`src/hdl/hcs_pkg.sv`:
```
// shared types and constants of the histogram chi2 swap engine
`default_nettype none
package hcs_pkg;
   localparam int NUM_BINS_MAX = 64;
   localparam int BIN_W        = $clog2(NUM_BINS_MAX);
   localparam int NACT_W       = BIN_W + 1;
   localparam int CNT_W        = 16;
   localparam int TGT_W        = 16;
   localparam int WT_W         = 24;
   localparam int ISC_W        = 25;
   localparam int FRAC_W       = CNT_W + ISC_W;
   localparam int CHI2_W       = 48;
   localparam int CSR_IDX_W    = 3;
   localparam int CSR_DATA_W   = 32;

   typedef enum logic [1:0] {
      MODE_LOAD    = 2'd0,
      MODE_ADD     = 2'd1,
      MODE_PROPOSE = 2'd2,
      MODE_COMMIT  = 2'd3
   } mode_type;

   typedef enum logic [CSR_IDX_W-1:0] {
      CSR_LOWEST_EDGE  = 3'd0,
      CSR_HIGHEST_EDGE = 3'd1,
      CSR_INV_WIDTH    = 3'd2,
      CSR_BINS_IN_USE  = 3'd3,
      CSR_INV_SAMPLES  = 3'd4,
      CSR_INV_SIGMA2   = 3'd5
   } csr_index_type;

   // one histogram bin as it travels around the ring
   typedef struct packed {
      logic [CNT_W-1:0] count;
      logic [TGT_W-1:0] target;
      logic [WT_W-1:0]  weight;
   } entry_type;

   // edit applied at the head of the ring during one rotation
   typedef struct packed {
      mode_type         mode;
      logic             apply_swap;
      logic             same_bin;
      logic [BIN_W-1:0] add_bin;
      logic [BIN_W-1:0] remove_bin;
      logic [BIN_W-1:0] load_bin;
      logic [TGT_W-1:0] target;
      logic [WT_W-1:0]  weight;
   } edit_type;
endpackage
`default_nettype wire

```
`src/hdl/hcs_cell.sv`:
```
// one ring cell holding a bin entry and passing it on each shift
`default_nettype none
module hcs_cell (
   input  wire logic              clock,
   input  wire logic              reset,
   input  wire logic              shift,
   input  wire hcs_pkg::entry_type d,
   output hcs_pkg::entry_type     q
);
   import hcs_pkg::*;

   entry_type entry_ff;

   // reset empties the bin, otherwise take the neighbor's entry while the ring rotates
   always_ff @(posedge clock) begin
      if (reset) begin
         entry_ff.count <= '0;
      end else if (shift) begin
         entry_ff <= d;
      end
   end

   assign q = entry_ff;
endmodule
`default_nettype wire

```
`config.mk`:
```
export PLATFORM = sky130hd
export DESIGN_NAME = hcs_cell
export DESIGN_NICKNAME = d
export VERILOG_FILES = /design/src/hdl/hcs_pkg.sv /design/src/hdl/hcs_cell.sv
export SDC_FILE = /design/constraint.sdc
export NUM_CORES = 1
export LEC_CHECK = 0
export BUFFER_PORTS_ARGS = -buffer_cell sky130_fd_sc_hd__buf_2
export CAP_MARGIN = 20
export CORE_UTILIZATION = 41
export CTS_CLUSTER_SIZE = 25
export DETAILED_ROUTE_END_ITERATION = 7
export GPL_ROUTABILITY_DRIVEN = 0
export MAX_ROUTING_LAYER = met4
export PLACE_DENSITY = 0.78
export SETUP_SLACK_MARGIN = 0.3
export SYNTH_ARGS = -nofsm -noshare
export SYNTH_HDL_FRONTEND = slang
export SYNTH_SLANG_ARGS = --single-unit
export TNS_END_PERCENT = 5
```
`constraint.sdc`:
```
create_clock -name clock -period 3.85 [get_ports clock]
set_clock_uncertainty 0.2 [all_clocks]
set_input_delay 0 -clock clock [delete_from_list [all_inputs] [get_ports clock]]
set_output_delay 0 -clock clock [all_outputs]
set_load 0.03 [all_outputs]
```
==> results.toml <==
[outcome]
status = "finished clean"

[setup_path]
crit_slowest_cell = "nor2b_4"
crit_buf_inv = 1
end_kind = "flip-flop"
worstPathMaxFanout = 40
cp_cell_sequence = "buf_2, nor2b_4"
cp.depth = 2
arrival_ns = 1.37
cp_slowest_stage_delay_ns = 0.96
cp-start-kind = "input port"
critical_path_class = "input port to flip-flop"
cp_top_family = "simple AND/OR/NAND/NOR gates"
reg2reg_slack_ns = 2.40
reg2reg_depth = 3
required_ns = 3.57

[route]
drt_wl_total_mm = 4.92
vias = 1470
post-route-drc-count = 0
drtIter0Drc = 110
avgViaCountPerCell = 4.41
dr.pass1.iters = 4
ant_nets = 0
wire_per_inst_um = 14.8

[clock_tree]
cts_buffer_depth = 2
cts_sinks = 56
clock_latency_ns = 0.29
ctsHoldBuffers = 72
path_clk_slew_ns = 0.10
cts_tree = "done"
cts_resized = 0
cts_root_buffer = "clkbuf_8"
htreeDepth = 2
postCtsSetupRepairBufs = 0
numCtsBuffers = 5

[pwr]
powerDensity_mw_per_mm2 = 387
leakage_nw = 1.48
peakVddDrop_uv = 233

[timing]
tightest_slew_ns = 1.07
slew_headroom_pct = 28.6
rsz0062_at_grt = "no"
max_freq_mhz = 608
whs_ns = 0.204
timing.final.crit_share_pct = 42.7
finalMaxSlewViolations = 0
setup_tns_ns = 0
setup_ws_ns = 2.20
finalSetupViolCount = 0
final-hold-violation-count = 0
min_period_ns = 1.65

[logic_synthesis]
avgSynthCellArea_um2 = 19.2
ys_seq_elements = 56
syn_inst = 93
yosysWarnings = 0
syn_area_mm2 = 0.00179
synth.distinct_cells = 8
synth_seq_area_share_pct = 85.0
synth_nets = 152

[global_routing]
grt_usage_pct = 22.4
grt_start_max_net_pins = 41
antenna_found_initial = 0
grt_pass1_vias = 1484
gr-total-overflow = 0
grt_pass1_wl_mm = 6.99

[placed_design]
pre_cts_ws_ns = 1.86
io_buffer_count = 114

[final_layout]
nNetsFinal = 341
largest_reg_flops = 56
diodes = 0
syn2layout_area_growth_pct = 78.4
drive_above_1_share_pct = 43.1
fill_cells = 254

[floorplanning]
start_util_pct = 43.8
core_mm2 = 0.00409
ios = 115
die_area_mm2 = 0.00463
die_w_um = 68.1
rows = 23
die_y_um = 68.1

[run]
maxCapViolations = 0

[hold_path]
holdCritPathClass = "input port to flip-flop"
min_path_cells = 2
## cell usage after synthesis
| library cell | instances | share of area [%] |
|---|---|---|
| nor2b_1 | 1 | 0.35 |
| mux2i_1 | 16 | 9.0 |
| dfxtp_1 | 16 | 18 |
| edfxtp_1 | 40 | 67 |
| buf_2 | 2 | 0.56 |
| buf_12 | 1 | 1.1 |
| nor2_1 | 16 | 3.4 |
| buf_6 | 1 | 0.63 |
## per-stage QoR
| stage | cells | instance area [um2] | util, % | total power, W |
|---|---|---|---|---|
| 3_3_place_gp | 253 | 2390 | 58.5 | 0.000882 |
| 5_1_grt | 333 | 3190 | 78.1 | 0.00128 |
| 4_1_cts | 333 | 3190 | 78.1 | 0.00124 |
| 6_report | 333 | 3190 | 78.1 | 0.00123 |
| 2_1_floorplan | 93 | 1790 | - | 0.000821 |
| 3_5_place_dp | 253 | 2390 | 58.5 | 0.000887 |
## power breakdown
| part | leakage [nW] | total [W] | internal, W | switching, W |
|---|---|---|---|---|
| clock | 0.0453 | 0.000299 | 0.000124 | 0.000175 |
| sequential | 0.508 | 0.000700 | 0.000687 | 0.0000126 |
| combinational | 0.928 | 0.000236 | 0.000104 | 0.000132 |
## placed cells by master (no fill, tap or decap)
cell           netlist  routed
buf_2                2     114
dlygate4sd3_1        0      72
edfxtp_1            40      40
mux2i_1             16      16
nor2_1              16      16
dfxtp_1             16      16
clkbuf_8             0       5
clkinv_2             0       2
nor2b_4              0       1
clkinv_1             0       1
## path summary, 6_finish.rpt
path,from,endpoint
max,shift,q[36]
min reg2reg,q[46],q[46]
max reg2reg,q[52],q[52]
min,d[16],q[16]
## cells by family after synthesis
kind of cell           synth area share, %
buffers and inverters                 2.31
flip-flops                            85.0
multiplexers                          8.95
AND/OR/NAND/NOR                       3.71
## layout make-up
class | instances | area [um2] | share of cell area [%]
multi-input combinational | 33 | 234 | 7.33
tap | 50 | 62.6 | 1.96
timing repair buffer | 186 | 1290 | 40.5
clock inverter | 3 | 13.8 | 0.431
sequential | 56 | 1520 | 47.7
clock buffer | 5 | 68.8 | 2.16
## layer usage
metal	share of wire [%]	track usage, %	wire (um)	vias up
met1	40	24.2	1960	656
met4	1.5	8.59	76	0
met3	8.3	4.00	406	10
met2	50	40.4	2470	91
li1	-	-	-	713
met5	0	-	0	-
(Power assumes the default switching activity.)
