[src/hdl/hcs_pkg.sv]
// shared types and constants of the histogram chi2 swap engine
`default_nettype none
package hcs_pkg;
   localparam int NUM_BINS_MAX = 64;
   localparam int BIN_W        = $clog2(NUM_BINS_MAX);
   localparam int NACT_W       = BIN_W + 1;
   localparam int CNT_W        = 16;
   localparam int TGT_W        = 16;
   localparam int WT_W         = 24;
   localparam int ISC_W        = 25;
   localparam int FRAC_W       = CNT_W + ISC_W;
   localparam int CHI2_W       = 48;
   localparam int CSR_IDX_W    = 3;
   localparam int CSR_DATA_W   = 32;

   typedef enum logic [1:0] {
      MODE_LOAD    = 2'd0,
      MODE_ADD     = 2'd1,
      MODE_PROPOSE = 2'd2,
      MODE_COMMIT  = 2'd3
   } mode_type;

   typedef enum logic [CSR_IDX_W-1:0] {
      CSR_LOWEST_EDGE  = 3'd0,
      CSR_HIGHEST_EDGE = 3'd1,
      CSR_INV_WIDTH    = 3'd2,
      CSR_BINS_IN_USE  = 3'd3,
      CSR_INV_SAMPLES  = 3'd4,
      CSR_INV_SIGMA2   = 3'd5
   } csr_index_type;

   // one histogram bin as it travels around the ring
   typedef struct packed {
      logic [CNT_W-1:0] count;
      logic [TGT_W-1:0] target;
      logic [WT_W-1:0]  weight;
   } entry_type;

   // edit applied at the head of the ring during one rotation
   typedef struct packed {
      mode_type         mode;
      logic             apply_swap;
      logic             same_bin;
      logic [BIN_W-1:0] add_bin;
      logic [BIN_W-1:0] remove_bin;
      logic [BIN_W-1:0] load_bin;
      logic [TGT_W-1:0] target;
      logic [WT_W-1:0]  weight;
   } edit_type;
endpackage
`default_nettype wire

[src/hdl/hcs_binner.sv]
// maps a Q16.16 value to a histogram bin, product registered
`default_nettype none
module hcs_binner (
   input  wire logic                      clock,
   input  wire logic                      enable,
   input  wire logic signed [31:0]        value,
   input  wire logic signed [31:0]        lowest_edge,
   input  wire logic signed [31:0]        highest_edge,
   input  wire logic [31:0]               inv_bin_width,
   input  wire logic [hcs_pkg::BIN_W-1:0] last_bin,
   output logic [hcs_pkg::BIN_W-1:0]      bin
);
   import hcs_pkg::*;

   logic        below_ff;
   logic        above_ff;
   logic [63:0] prod_ff;
   logic [32:0] offset;
   logic [31:0] idx;

   assign offset = 33'(value) - 33'(lowest_edge);

   // compare and scale by the inverse width
   always_ff @(posedge clock) begin
      if (enable) begin
         below_ff <= value < lowest_edge;
         above_ff <= highest_edge < value;
         prod_ff  <= 64'(offset[31:0]) * 64'(inv_bin_width);
      end
   end

   // clamp into the active range
   assign idx = prod_ff[63:32];
   always_comb begin
      priority if (below_ff) begin
         bin = '0;
      end else if (above_ff || idx > 32'(last_bin)) begin
         bin = last_bin;
      end else begin
         bin = idx[BIN_W-1:0];
      end
   end
endmodule
`default_nettype wire

[config.mk]
export PLATFORM = sky130hd
export DESIGN_NAME = hcs_binner
export DESIGN_NICKNAME = d
export VERILOG_FILES = /design/src/hdl/hcs_pkg.sv /design/src/hdl/hcs_binner.sv
export SDC_FILE = /design/constraint.sdc
export NUM_CORES = 2
export LEC_CHECK = 0
export CORE_MARGIN = 4
export CORE_UTILIZATION = 62
export DETAILED_ROUTE_END_ITERATION = 16
export DONT_BUFFER_PORTS = 1
export GPL_ROUTABILITY_DRIVEN = 0
export PLACE_DENSITY = 0.83
export SLEW_MARGIN = 20
export SYNTH_ARGS = -nofsm -noshare
export SYNTH_HDL_FRONTEND = slang
export SYNTH_SLANG_ARGS = --single-unit
[constraint.sdc]
create_clock -name clock -period 11.1 [get_ports clock]
set_clock_uncertainty 0.15 [all_clocks]
set_input_delay 2.775 -clock clock [delete_from_list [all_inputs] [get_ports clock]]
set_output_delay 2.775 -clock clock [all_outputs]
set_load 0.05 [all_outputs]
==> impl_metrics.toml <==
[outcome]
status = "finished, violations left"
violations = "negative setup slack"

[clock_network]
numCtsBuffers = 5
ctsHoldBuffers = 0
cts-root-buf = "clkbuf_16"
cts_tree = "yes"
clk_pin_slew_ps = 60
clockBufferDepth = 2
h-tree-depth = 2
clock-sinks = 34

[synthesis]
postSynth.asyncResetShare_pct = 0
ys_ff_latch = 34
synthCells = 4115
yosys_warnings = 0
netlist_area_mm2 = 0.0371
synth_ff_type = "edfxtp_1"
ys_seq_area_share_pct = 2.75
synth_edf_count = 34
synthDistinctLibCells = 66
synth.avg_cell_area_um2 = 9.01
syn_nets = 5476

[floorplanning]
die_w_um = 253
coreArea_mm2 = 0.0591
dieArea_mm2 = 0.0638
dieHeight_um = 253
std_cell_rows = 89
ios = 142
start_util_pct = 62.7

[final_layout]
area_growth_syn_to_layout_pct = 14.8
final_cell_mix = "inv_1, fa_1, nand2_1"
layout_commonest_cell = "inv_1"
design_area_mm2 = 0.0426
nets = 5697
final_util_pct = 72.0
drive_above_1_share_pct = 14.9

[timing]
fin_crit_ps = 11960
worst_pin_slew_ps = 888
max_freq_ghz = 0.0836
hold_viol = 0
slew_headroom_pct = 40.5
rsz0062_at_grt = "true"
postLayoutSetupSlackWorst_ps = -857
slew_viol_final = 0
fin_crit_sh_pct = 108
finalSetupViolCount = 32

[critical_path]
worst-setup-path-type = "in -> reg"
slowest_stage = "fa_1"
start_kind = "input pin"
cpPeakStageDelay_ps = 620
crit_top_cell = "fa_1"
critPathRequiredTime_ps = 10980
path_max_fanout = 6
critical_path_arrival_ps = 11840
cp-end-kind = "flop"

[global_routing]
grt_pass1_vias = 33771
top_usage_layer = "met2"
use_met2_pct = 59.6
grt.overflow.total = 0
grtUsageMet1_pct = 40.2
grt_pass1_wl_um = 175000
grt_antenna_before_repair = 6
grt_usage_pct = 35.0
grt.met3_usage_pct = 7.54
grt_max_degree = 55

[routing]
drt-initial-drc-count = 2655
antenna_left = 0
wl_per_cell_um = 22.3
drt_wl_total_um = 114000
vias_per_cell = 6.03
drt_pre_antenna_iters = 6
drc = 0
vias = 30825

[hold_path]
hp-class = "in -> reg"
hold_depth = 0
hp-start = "enable"
min_to = "prod_ff[47]"

[job]
maxCapViolCount = 0

[placement]
dp_hpwl_um = 84500
placed_cell_area_mm2 = 0.0406
port_buffers = 0
[synth_stat cells (all sizes together), types with 5 or more instances]
cell	number	area (µm²)
inv	956	3590
clkbuf	204	767
o221ai	5	56.3
nor3	15	75.1
and2	488	3050
ha	329	4120
o21ai	47	235
buf	15	97.6
mux2i	25	250
nor4	12	75.1
mux2	13	146
o211ai	9	67.6
o31a	5	43.8
nand3b	13	97.6
a21o	57	429
nor2	57	214
and3	7	45.1
nor2b	43	269
o21a	10	75.1
and3b	21	184
a21oi	91	463
a211oi	11	82.6
fa	896	17900
xnor2	35	307
xor2	19	166
nand4	22	138
o21bai	21	158
a31oi	11	83.8
nand3	27	140
edfxtp	34	1020
nand2b	64	400
nand2	504	1890
[flip-flops by register name, indices dropped and copies added, names as in the netlist]
register	cells
prod_ff	32
above_ff	1
below_ff	1
[layout make-up]
cell class / count / area [µm²]
Inverter: 956 / 3610
Tap cell: 773 / 967
Clock inverter: 3 / 63.8
Fill cell: 3673 / 16600
Antenna cell: 4 / 10.0
Timing Repair Buffer: 433 / 3850
Clock buffer: 5 / 125
Multi-Input combinational cell: 2906 / 32900
Sequential cell: 34 / 1020
[cell families (layout without fill, tap and decap cells)]
| kind of cell | count (synthesis) | after routing | synth area share (%) |
|---|---|---|---|
| buf+inv | 1175 | 1397 | 12.0 |
| fa+ha+maj | 1225 | 1225 | 59.5 |
| compound gates | 301 | 301 | 5.37 |
| flops | 34 | 34 | 2.75 |
| xor+xnor | 54 | 54 | 1.28 |
| mux | 38 | 38 | 1.07 |
| simple gates | 1288 | 1288 | 18.1 |
| other cells | 0 | 4 | 0 |
[through the flow]
stage	std cells	setup slack, ps	hold WS (ps)	setup TNS [ps]
floorplan	4115	-468	2740	-3590
global placement	5038	-940	2750	-19790
detailed placement	5038	-1350	2750	-28970
CTS	5079	-520	2460	-10170
global route	5111	-1030	2450	-25050
finish	5114	-857	2460	-18900
[critical path, delay by kind of cell]
family,cells,cell delay [ps]
and+or+nand+nor,6,1190
adders and majority gates,10,4600
AOI/OAI and AO/OA,12,2820
buffers and inverters,5,430
[what timing repair did]
item                                    CTS  global route
gates cloned                              2             2
setup buffers                            32            31
endpoints found under the setup margin   32            32
gates resized for setup                 124           131
hold endpoints to repair                  0             0
pin swaps                                56            83
[how the worst max path moves through the flow]
stage / from / end / slack [ps] / depth (start not counted)
finish: lowest_edge[1] / prod_ff[62] / -860 / 33
global route: value[0] / prod_ff[62] / -1030 / 36
CTS: value[0] / prod_ff[43] / -520 / 37
detailed placement: lowest_edge[1] / prod_ff[63] / -1350 / 33
global placement: lowest_edge[1] / prod_ff[62] / -940 / 33
floorplan: value[0] / prod_ff[62] / -470 / 37
[metal layers]
| layer | share of wire (%) | vias up |
|---|---|---|
| met1 | 32 | 15278 |
| li1 | - | 12638 |
| met3 | 11 | 793 |
| met5 | 0.025 | - |
| met4 | 9.3 | 6 |
| met2 | 48 | 2110 |
Power is left out: the tool's default activity adds up to more than one toggle a clock period on the data nets, which glitch-free logic cannot reach.
