[src/hdl/hcs_pkg.sv]
// shared types and constants of the histogram chi2 swap engine
`default_nettype none
package hcs_pkg;
   localparam int NUM_BINS_MAX = 64;
   localparam int BIN_W        = $clog2(NUM_BINS_MAX);
   localparam int NACT_W       = BIN_W + 1;
   localparam int CNT_W        = 16;
   localparam int TGT_W        = 16;
   localparam int WT_W         = 24;
   localparam int ISC_W        = 25;
   localparam int FRAC_W       = CNT_W + ISC_W;
   localparam int CHI2_W       = 48;
   localparam int CSR_IDX_W    = 3;
   localparam int CSR_DATA_W   = 32;

   typedef enum logic [1:0] {
      MODE_LOAD    = 2'd0,
      MODE_ADD     = 2'd1,
      MODE_PROPOSE = 2'd2,
      MODE_COMMIT  = 2'd3
   } mode_type;

   typedef enum logic [CSR_IDX_W-1:0] {
      CSR_LOWEST_EDGE  = 3'd0,
      CSR_HIGHEST_EDGE = 3'd1,
      CSR_INV_WIDTH    = 3'd2,
      CSR_BINS_IN_USE  = 3'd3,
      CSR_INV_SAMPLES  = 3'd4,
      CSR_INV_SIGMA2   = 3'd5
   } csr_index_type;

   // one histogram bin as it travels around the ring
   typedef struct packed {
      logic [CNT_W-1:0] count;
      logic [TGT_W-1:0] target;
      logic [WT_W-1:0]  weight;
   } entry_type;

   // edit applied at the head of the ring during one rotation
   typedef struct packed {
      mode_type         mode;
      logic             apply_swap;
      logic             same_bin;
      logic [BIN_W-1:0] add_bin;
      logic [BIN_W-1:0] remove_bin;
      logic [BIN_W-1:0] load_bin;
      logic [TGT_W-1:0] target;
      logic [WT_W-1:0]  weight;
   } edit_type;
endpackage
`default_nettype wire

[src/hdl/hcs_update.sv]
// edits the entry at the head of the ring and gives its effective count
`default_nettype none
module hcs_update (
   input  wire hcs_pkg::entry_type        head,
   input  wire logic [hcs_pkg::BIN_W-1:0] pos,
   input  wire hcs_pkg::edit_type         edit,
   output hcs_pkg::entry_type             wb,
   output logic [hcs_pkg::CNT_W-1:0]      eff_count,
   output logic                           uf_hit
);
   import hcs_pkg::*;

   logic [CNT_W-1:0] inc;

   assign inc = (&head.count) ? head.count : head.count + 1'b1;

   always_comb begin
      wb        = head;
      eff_count = head.count;
      uf_hit    = 1'b0;
      unique case (edit.mode)
         MODE_LOAD: begin
            if (pos == edit.load_bin) begin
               wb.count  = '0;
               wb.target = edit.target;
               wb.weight = edit.weight;
            end
         end
         MODE_ADD: begin
            if (pos == edit.add_bin) begin
               eff_count = inc;
            end
            wb.count = eff_count;
         end
         MODE_PROPOSE, MODE_COMMIT: begin
            // swap within one bin leaves the count alone
            if (edit.apply_swap && !edit.same_bin) begin
               if (pos == edit.add_bin) begin
                  eff_count = inc;
               end else if (pos == edit.remove_bin) begin
                  if (head.count == '0) begin
                     uf_hit = 1'b1;
                  end else begin
                     eff_count = head.count - 1'b1;
                  end
               end
            end
            if (edit.mode == MODE_COMMIT && edit.apply_swap) begin
               wb.count = eff_count;
            end
         end
         default: begin
            wb = head;
         end
      endcase
   end
endmodule
`default_nettype wire

[config.mk]
export PLATFORM = sky130hd
export DESIGN_NAME = hcs_update
export DESIGN_NICKNAME = d
export VERILOG_FILES = /design/src/hdl/hcs_pkg.sv /design/src/hdl/hcs_update.sv
export SDC_FILE = /design/constraint.sdc
export NUM_CORES = 1
export LEC_CHECK = 0
export ABC_AREA = 1
export BUFFER_PORTS_ARGS = -buffer_cell sky130_fd_sc_hd__buf_2
export CORE_MARGIN = 2
export CORE_UTILIZATION = 42
export DETAILED_ROUTE_END_ITERATION = 8
export GPL_ROUTABILITY_DRIVEN = 0
export GPL_TIMING_DRIVEN = 1
export PLACE_DENSITY = 0.81
export SYNTH_ARGS = -nofsm -noshare
export SYNTH_HDL_FRONTEND = slang
export SYNTH_SLANG_ARGS = --single-unit
[constraint.sdc]
create_clock -name vclk -period 1.3
set_input_delay 0.065 -clock vclk [all_inputs]
set_output_delay 0.065 -clock vclk [all_outputs]
set_load 0.02 [all_outputs]
==> impl_metrics.csv, run 1 <==
group,metric,value,unit
logic_synthesis,yosys.cell_types.count,41,
logic_synthesis,synth_top_area_share,29.8,%
die,ioPinCount,197,
global_route,track_usage,82.3,%
logic_synthesis,synth_area,0.00337,mm^2
die,rows,32,
sta,worstEndpointGrtRepair,"eff_count[2]",
global_route,grt-ovfl-total,207,
placement,dpl.hpwl,11400,um
placement,numPortBuffers,197,
logic_synthesis,synth_area_per_cell,5.11,um^2
logic_synthesis,synth_cells,659,
outcome,haltStage,"global routing",
logic_synthesis,yosys-top-cells-count,"nand2_1, nand3_1, nor2_1, inv_1, mux2_2",
logic_synthesis,synth_area_leaders,"nand2_1, nand3_1, mux2_2",
logic_synthesis,post-synth-top-count-cell,"nand2_1",
die,start_util,43.6,%
die,fp.dieW,93.5,um
sta,worstEpCategory,"primary output",
logic_synthesis,synth.net_count,786,
logic_synthesis,synth_top_area_cell,"nand2_1",
placement,post-place-ws,-0.448,ns
die,die_h,93.5,um
outcome,firstError,"[ERROR GRT-0232] Routing congestion too high. Check the congestion heatmap in the GUI.",
outcome,status,"stopped before the end",
global_route,grt_max_degree,25,
logic_synthesis,ys_warn_count,0,
logic_synthesis,yosysSeqAreaShare,0,%
-- cells by family after synthesis --
kind of cell / Yosys count / share of synthesized area, %
buffers and inverters: 99 / 13.8
xor gates and xnor gates: 17 / 4.42
muxes: 40 / 13.4
and+or+nand+nor: 450 / 58.5
AOI/OAI and AO/OA: 50 / 8.74
adders and majority gates: 3 / 1.12
-- metrics by stage --
stage / setup TNS [ns] / std cells / hold WS, ns / instance area [um^2] / utilization [%]
floorplan: -0.00570 / 659 / 0.289 / 3520 / -
global placement: -25.49 / 1007 / 0.452 / 5070 / 65.6
detailed placement: -27.21 / 1007 / 0.462 / 5070 / 65.6
CTS: -20.45 / 1031 / 0.443 / 6280 / 81.3
-- per-layer routing --
layer / GRT usage (%) / overflow
met3: 64.6 / 4
met2: 103 / 134
met1: 78.1 / 1
met5: 17.9 / 0
met4: 90.6 / 68
-- repair_timing --
| item | CTS |
|---|---|
| buffers inserted | 15 |
| setup endpoints to repair | 73 |
| resized for setup | 240 |
| hold buffers | 0 |
| gates cloned | 11 |
| pin swaps | 56 |
==> run 2, diff against run 1 <==
--- a/config.mk
+++ b/config.mk
@@ -8,11 +8,11 @@
 export ABC_AREA = 1
 export BUFFER_PORTS_ARGS = -buffer_cell sky130_fd_sc_hd__buf_2
 export CORE_MARGIN = 2
-export CORE_UTILIZATION = 42
+export CORE_UTILIZATION = 40
 export DETAILED_ROUTE_END_ITERATION = 8
 export GPL_ROUTABILITY_DRIVEN = 0
 export GPL_TIMING_DRIVEN = 1
-export PLACE_DENSITY = 0.81
+export PLACE_DENSITY_LB_ADDON = 0.15
 export SYNTH_ARGS = -nofsm -noshare
 export SYNTH_HDL_FRONTEND = slang
 export SYNTH_SLANG_ARGS = --single-unit
==> constraint.sdc (replaced) <==
create_clock -name vclk -period 1.7
set_input_delay 0.085 -clock vclk [all_inputs]
set_output_delay 0.085 -clock vclk [all_outputs]
set_load 0.02 [all_outputs]
==> run 2 against run 1 <==
Against the previous run: the flow now finishes, with violations (setup timing); synthesized area did not move; synthesized cell count did not move.
==> impl_metrics.csv, run 2 <==
group,metric,value,unit
drt,wl_met2,7460,um
drt,drc_errors,0,
placement,numPortBuffers,197,
sta,finalSetupViolCount,2,
global_route,antenna_found_initial,0,
die,die_h,95.7,um
logic_synthesis,post-synth-top-count-cell,"nand2_1",
finish,final.clkbuf_count,0,
drt,totalWireLength,15200,um
min_path,hp-class,"in -> out",
sta,min_period,1.71,ns
finish,n_antenna_cell,0,
outcome,status,"finished with violations",
logic_synthesis,synth_area_leaders,"nand2_1, nand3_1, mux2_2",
logic_synthesis,synth_cells,659,
power,powerDensity,252,mW/mm^2
finish,n_sequential_cell,0,
cts,holdBufCountCts,0,
power,vdd_drop_max,164,uV
worst_setup_path,crit_path_start_kind,"input port",
die,fp.dieW,95.7,um
drt,maxUsedRoutingLayer,"met4",
drt,ant_nets,0,
worst_setup_path,arrival,1.63,ns
drt,vias_per_cell,5.31,
finish,final_area,0.00574,mm^2
finish,ff_latch_area,0,um^2
sta,fin_crit_sh,101,%
drt,vias,5378,
sta,slew_headroom,49.4,%
die,ioPinCount,197,
min_path,whs_path_depth,3,
logic_synthesis,synth_area,0.00337,mm^2
finish,layout_commonest_cell,"nand2_1",
logic_synthesis,synth_top_area_share,29.8,%
worst_setup_path,endpoint_kind,"output port",
finish,layout_common_cells,"nand2_1, buf_2, buf_4",
worst_setup_path,crit_fanout,4,
finish,final_util,70.2,%
sta,hold_viol_final,0,
global_route,grt_first_pass_wirelength,21200,um
placement,dpl.hpwl,11400,um
global_route,grt_pass1_vias,4621,
sta,fin_ws,-0.0125,ns
sta,rsz0062_at_grt,"yes",
finish,syn2layout_area_growth,70.6,%
worst_setup_path,crit_type,"in -> out",
die,rows,33,
sta,fmax,0.584,GHz
drt,wl_per_cell,15.0,um
die,core_area,0.00818,mm^2
outcome,violations,"setup timing",
logic_synthesis,synth_top_area_cell,"nand2_1",
logic_synthesis,synth_area_per_cell,5.11,um^2
power,total_power,1.45,mW
placement,place_area,0.00480,mm^2
logic_synthesis,synth.net_count,786,
finish,fin_cells,1012,
drt,met3_length,1190,um
logic_synthesis,yosys-top-cells-count,"nand2_1, nand3_1, nor2_1, inv_1, mux2_2",
finish,drive_above_1_share,50.2,%
global_route,grt-ovfl-total,0,
run,max_cap_violations,0,
logic_synthesis,yosysSeqAreaShare,0,%
finish,num-nets-final,1036,
power,p_leak,3.13,nW
global_route,grt_max_degree,41,
die,start_util,41.2,%
logic_synthesis,yosys.cell_types.count,41,
logic_synthesis,ys_warn_count,0,
sta,drv_slew,0,
worst_setup_path,cp.required,1.62,ns
drt,firstDrtPassIters,5,
die,die_area,0.00916,mm^2
sta,worst_slew_pin_slew,0.758,ns
drt,wl_met1,6000,um
drt,first_iter_violations,292,
global_route,track_usage,28.5,%
placement,dp.cells,991,
-- run 2: area by class of cell --
type | count | area, um^2
well taps | 105 | 131
inverters | 63 | 262
fillers | 710 | 2430
repair inverters | 1 | 6.26
repair buffers | 281 | 1960
multi-input cells | 562 | 3380
-- run 2: path summary, 6_finish.rpt --
check             startpoint  endpoint  slack [ns]
setup / recovery    head[41]    wb[45]       -0.01
hold / removal      edit[39]    wb[39]        0.50
-- run 2: worst max-delay path, cell delays in order --
cell     delay, ns
buf_8         0.11
buf_4         0.14
nor2_4        0.11
nand2_2       0.12
buf_4         0.16
o21ai_0       0.19
nand3_1       0.11
nand2_1       0.06
o21ai_0       0.07
nand2_1       0.06
nand2_1       0.05
nand2_1       0.08
nand2_1       0.06
nand2_1       0.07
buf_2         0.16
-- run 2: power breakdown --
group          total [mW]  internal, mW  switching [mW]
sequential              0             0               0
combinational        1.45         0.623           0.824
clock                   0             0               0
total                1.45         0.623           0.824
-- run 2: metal layers --
layer	GRT usage, %	vias to the layer above
met5	0	-
met4	7.86	0
met3	2.58	45
met2	49.8	299
met1	37.2	2439
li1	-	2595
-- run 2: cell families after synthesis --
family	synth area share [%]
multiplexers	13.4
AND/OR/NAND/NOR	58.5
XOR/XNOR	4.42
adder cells (fa/ha/maj)	1.12
buffers and inverters	13.8
AO/OA/AOI/OAI	8.74
-- run 2: per-stage QoR --
| stage | setup TNS (ns) | worst slack, ns | hold slack [ns] |
|---|---|---|---|
| after global placement | -0.915 | -0.0825 | 0.497 |
| after floorplan | 0 | 0.277 | 0.359 |
| after detailed placement | -1.90 | -0.129 | 0.492 |
| after CTS | 0 | 0.00104 | 0.499 |
| final | -0.0136 | -0.0125 | 0.498 |
| after global routing | -2.38 | -0.155 | 0.520 |
-- run 2: timing repair --
item / in CTS / in global routing
setup endpoints to repair: 32 / 65
resized for setup: 33 / 179
pin swaps: 11 / 66
gates cloned: 1 / 6
setup buffers: 4 / 11
No activity file was read; power rests on OpenSTA's default activity.
==> run 3, diff against run 2 <==
--- a/config.mk
+++ b/config.mk
@@ -7,6 +7,7 @@
 export LEC_CHECK = 0
 export ABC_AREA = 1
 export BUFFER_PORTS_ARGS = -buffer_cell sky130_fd_sc_hd__buf_2
+export CORE_ASPECT_RATIO = 0.6
 export CORE_MARGIN = 2
 export CORE_UTILIZATION = 40
 export DETAILED_ROUTE_END_ITERATION = 8
==> run 3 against run 2 <==
Against the previous run: the run still ends with setup timing left; worst setup slack lost 0.064 ns; power grew 5.7%; hold slack lost 0.015 ns; sequential share of layout area is the same; non-clock buffer count shrank 1.
==> impl_metrics.csv, run 3 (same netlist as run 2, synthesis figures left out) <==
group,metric,value,unit
outcome,status,"finished with violations",
outcome,violations,"setup timing",
run,max_cap_violations,0,
worst_setup_path,crit_path_start_kind,"input port",
sta,fmax,0.563,GHz
drt,ant_nets,0,
worst_setup_path,crit_type,"in -> out",
sta,finalSetupViolCount,19,
sta,min_period,1.78,ns
power,p_leak,3.18,nW
min_path,hp-class,"in -> out",
worst_setup_path,endpoint_kind,"output port",
die,core_area,0.00801,mm^2
global_route,antenna_found_initial,0,
drt,drc_errors,0,
sta,worst_slew_pin_slew,0.427,ns
sta,rsz0062_at_grt,"yes",
worst_setup_path,crit_fanout,8,
finish,num-nets-final,1033,
drt,totalWireLength,17100,um
finish,ff_latch_area,0,um^2
worst_setup_path,crit_start,"pos[5]",
placement,dpl.hpwl,12200,um
finish,final.clkbuf_count,0,
drt,first_iter_violations,601,
global_route,grt_max_degree,41,
finish,drive_above_1_share,50.4,%
worst_setup_path,cp.required,1.62,ns
power,powerDensity,262,mW/mm^2
finish,syn2layout_area_growth,73.5,%
drt,wl_per_cell,16.9,um
finish,layout_commonest_cell,"nand2_1",
cts,holdBufCountCts,0,
die,ioPinCount,197,
finish,fillers,649,
sta,worst_hold_slack,0.483,ns
sta,fin_ws,-0.0761,ns
placement,post-place-ws,-0.195,ns
drt,vias,5565,
die,fp.dieW,122,um
die,rows,25,
die,die_area,0.00919,mm^2
min_path,min_from,"edit[7]",
global_route,grt_first_pass_wirelength,22700,um
sta,fin_crit_sh,104,%
global_route,track_usage,30.9,%
global_route,grt-ovfl-total,0,
worst_setup_path,arrival,1.69,ns
min_path,min_to,"wb[7]",
finish,multi_input_area,0.00343,mm^2
sta,slew_headroom,71.5,%
power,vdd_drop_max,130,uV
drt,vias_per_cell,5.50,
die,die_h,75.1,um
min_path,whs_path_depth,3,
die,start_util,42.0,%
sta,drv_slew,0,
global_route,grt_pass1_vias,4628,
finish,n_antenna_cell,0,
sta,hold_viol_final,0,
drt,firstDrtPassIters,8,
placement,numPortBuffers,197,
finish,layout_common_cells,"nand2_1, buf_2, buf_4",
finish,n_sequential_cell,0,
run 3: changes by cell type in the layout (fill, tap and decap cells not counted), moves of 4 or more:
| cell | change |
|---|---|
| inv_2 | +4 |
| nand2_1 | +9 |
| mux2_1 | -4 |
| buf_6 | +10 |
| o21ai_0 | +4 |
| nand3_2 | +6 |
| nand2_2 | -10 |
| buf_2 | -12 |
| mux2_4 | +4 |
| nand3_1 | -5 |
run 3: how the worst max path moves through the flow:
stage / to / cells past startpoint
global placement: wb[53] / 15
CTS: wb[42] / 13
detailed placement: eff_count[14] / 17
global route: eff_count[13] / 14
floorplan: eff_count[5] / 11
finish: wb[53] / 13
run 3: per-layer routing:
layer | part of all wire, % | vias to the layer above | routed length, um | GRT usage [%]
li1 | - | 2596 | - | -
met3 | 16 | 37 | 2710 | 8.11
met5 | 0 | - | 0 | 0
met1 | 39 | 2488 | 6710 | 45.3
met4 | 1.8 | 0 | 303 | 3.19
met2 | 43 | 444 | 7350 | 46.5
run 3: timing repair:
action | 4_1_cts | 5_1_grt
pin swaps | 16 | 47
setup buffers | 2 | 8
setup endpoints to repair | 33 | 72
gates resized for setup | 48 | 187
cloned | 1 | 6
hold endpoints to repair | 0 | 0
run 3: final cells by class:
| cell class | instances | share of cell area (%) |
|---|---|---|
| well taps | 108 | 2.31 |
| inverters | 63 | 4.35 |
| repair buffers | 280 | 34.6 |
| multi-input cells | 561 | 58.7 |
run 3: worst max-delay path, cell delays in order:
cell	delay (ns)
buf_4	0.10
inv_2	0.03
nand2_1	0.07
nand2_1	0.08
nor2_2	0.17
nand3_4	0.20
nor2_4	0.32
nand2_2	0.08
nand2_2	0.07
nand2_1	0.06
a31oi_1	0.17
nand2_2	0.10
buf_6	0.14
run 3: metrics by stage:
stage	cell area [um^2]	instances	power (mW)	TNS (ns)	utilization, %
after floorplan	3370	659	0.730	0	-
after global placement	4820	996	1.20	-2.20	60.1
after detailed placement	4820	996	1.22	-3.30	60.1
after CTS	5000	999	1.27	-0.113	62.4
after global routing	5840	1012	1.63	-3.29	72.9
final	5840	1012	1.53	-0.640	72.9
run 3: report_power, final:
part | total, mW | internal (mW) | switching [mW]
sequential | 0 | 0 | 0
combinational | 1.53 | 0.652 | 0.878
clock | 0 | 0 | 0
total | 1.53 | 0.652 | 0.878
==> run 4, diff against run 3 <==
--- a/config.mk
+++ b/config.mk
@@ -6,14 +6,15 @@
 export NUM_CORES = 1
 export LEC_CHECK = 0
 export ABC_AREA = 1
-export BUFFER_PORTS_ARGS = -buffer_cell sky130_fd_sc_hd__buf_2
+export BUFFER_PORTS_ARGS = -buffer_cell sky130_fd_sc_hd__buf_4
 export CORE_ASPECT_RATIO = 0.6
 export CORE_MARGIN = 2
-export CORE_UTILIZATION = 40
+export CORE_UTILIZATION = 47
 export DETAILED_ROUTE_END_ITERATION = 8
 export GPL_ROUTABILITY_DRIVEN = 0
 export GPL_TIMING_DRIVEN = 1
 export PLACE_DENSITY_LB_ADDON = 0.15
+export SLEW_MARGIN = 25
 export SYNTH_ARGS = -nofsm -noshare
 export SYNTH_HDL_FRONTEND = slang
 export SYNTH_SLANG_ARGS = --single-unit
==> run 4 against run 3 <==
Against the previous run: the run ends with DRC, setup timing left; power increased by 9.8%; worst setup slack got worse by 0.094 ns; design area increased by 3.9%; hold slack improved by 0.0028 ns; utilization increased by 16 points; clock-buffer cell count unchanged; non-clock buffer count decreased by 9; cell count decreased by 2.8%.
==> impl_metrics.csv, run 4 (same netlist as run 2, synthesis figures left out) <==
group,metric,value,unit
finish,final.clkbuf_count,0,
global_route,grt_max_degree,41,
finish,layout_commonest_cell,"buf_4",
outcome,violations,"DRC, setup timing",
sta,drv_slew,0,
sta,rsz0062_at_grt,"yes",
die,fp.dieW,113,um
drt,vias_per_cell,6.31,
placement,dpl.hpwl,12300,um
drt,ant_nets,0,
worst_setup_path,crit_type,"in -> out",
drt,vias,6206,
finish,n_antenna_cell,0,
finish,syn2layout_area_growth,80.3,%
finish,drive_above_1_share,50.5,%
worst_setup_path,crit_fanout,5,
finish,num-nets-final,1026,
min_path,hp-class,"in -> out",
finish,n_sequential_cell,0,
worst_setup_path,arrival,1.78,ns
worst_setup_path,cp.required,1.62,ns
sta,fmax,0.535,GHz
power,powerDensity,277,mW/mm^2
outcome,status,"finished with violations",
power,p_leak,3.19,nW
die,rows,23,
sta,hold_viol_final,0,
power,vdd_drop_max,168,uV
drt,drc_errors,12,
global_route,grt-ovfl-total,0,
die,core_area,0.00679,mm^2
global_route,antenna_found_initial,0,
sta,worst_slew_pin_slew,0.478,ns
sta,fin_ws,-0.170,ns
die,die_h,69.6,um
drt,totalWireLength,20000,um
finish,layout_common_cells,"buf_4, nand2_1, nand3_1",
die,die_area,0.00788,mm^2
die,ioPinCount,197,
sta,finalSetupViolCount,29,
cts,holdBufCountCts,0,
global_route,grt_first_pass_wirelength,23400,um
global_route,grt_pass1_vias,4689,
sta,slew_headroom,68.1,%
sta,fin_crit_sh,110,%
placement,numPortBuffers,197,
drt,firstDrtPassIters,9,
sta,finalSetupTns,-2.16,ns
power,total_power,1.68,mW
drt,first_iter_violations,1115,
drt,wl_per_cell,20.4,um
global_route,track_usage,35.9,%
min_path,whs_path_depth,3,
sta,min_period,1.87,ns
finish,ff_latch_area,0,um^2
die,start_util,49.6,%
worst_setup_path,endpoint_kind,"output port",
run,max_cap_violations,0,
worst_setup_path,crit_path_start_kind,"input port",
## run 4: changes by cell type in the layout (fill, tap and decap cells not counted), sizes merged
cell,before,now
nand3,83,84
buf,275,271
clkinv,3,2
clkbuf,5,0
inv,60,62
## run 4: metal layers
layer  track usage (%)  share of wire, %  vias up
met2              57.8                42      721
li1                  -                 -     2573
met3              8.48                19      247
met1              50.2                32     2665
met5                 0                 0        -
met4              4.07               7.2        0
## run 4: per-stage QoR
| stage | hold WS (ns) | setup WS (ns) | cells | util, % | area [um^2] |
|---|---|---|---|---|---|
| after global routing | 0.496 | -0.238 | 984 | 89.3 | 6070 |
| after global placement | 0.481 | -0.0968 | 968 | 77.0 | 5230 |
| final | 0.486 | -0.170 | 984 | 89.3 | 6070 |
| after floorplan | 0.359 | 0.277 | 659 | - | 3370 |
| after CTS | 0.488 | 0.00956 | 969 | 78.5 | 5330 |
| after detailed placement | 0.486 | -0.175 | 968 | 77.0 | 5230 |
## run 4: worst paths after layout
| kind | start | to | slack [ns] |
|---|---|---|---|
| max | head[44] | eff_count[15] | -0.17 |
| min | edit[39] | wb[39] | 0.49 |
## run 4: cell type report
| class | count | area, um^2 |
|---|---|---|
| fill | 334 | 724 |
| inverter | 63 | 262 |
| multi-input combinational | 562 | 3410 |
| tap | 87 | 109 |
| timing repair buffer | 271 | 2270 |
| timing repair inverter | 1 | 11.3 |
## run 4: worst max-delay path, cell delays in order
cell and delay (ns):
buf_4 0.16, nand2_1 0.12, nor2_2 0.18, nand2_2 0.14
inv_1 0.15, nand2_1 0.08, nand2_1 0.06, nand2_1 0.08
a21oi_1 0.22, nand3_1 0.11, nand2_1 0.11, nand2_1 0.06
nand2_1 0.08, buf_4 0.14
## run 4: power breakdown
part           total [mW]  switching (mW)  internal (mW)
combinational        1.68           0.940          0.739
sequential              0               0              0
clock                   0               0              0
total                1.68           0.940          0.739
## run 4: timing repair
action	in CTS	in global routing
pin swaps	13	73
resized for setup	24	183
gates cloned	0	4
buffers inserted	1	11
endpoints found under the setup margin	28	32
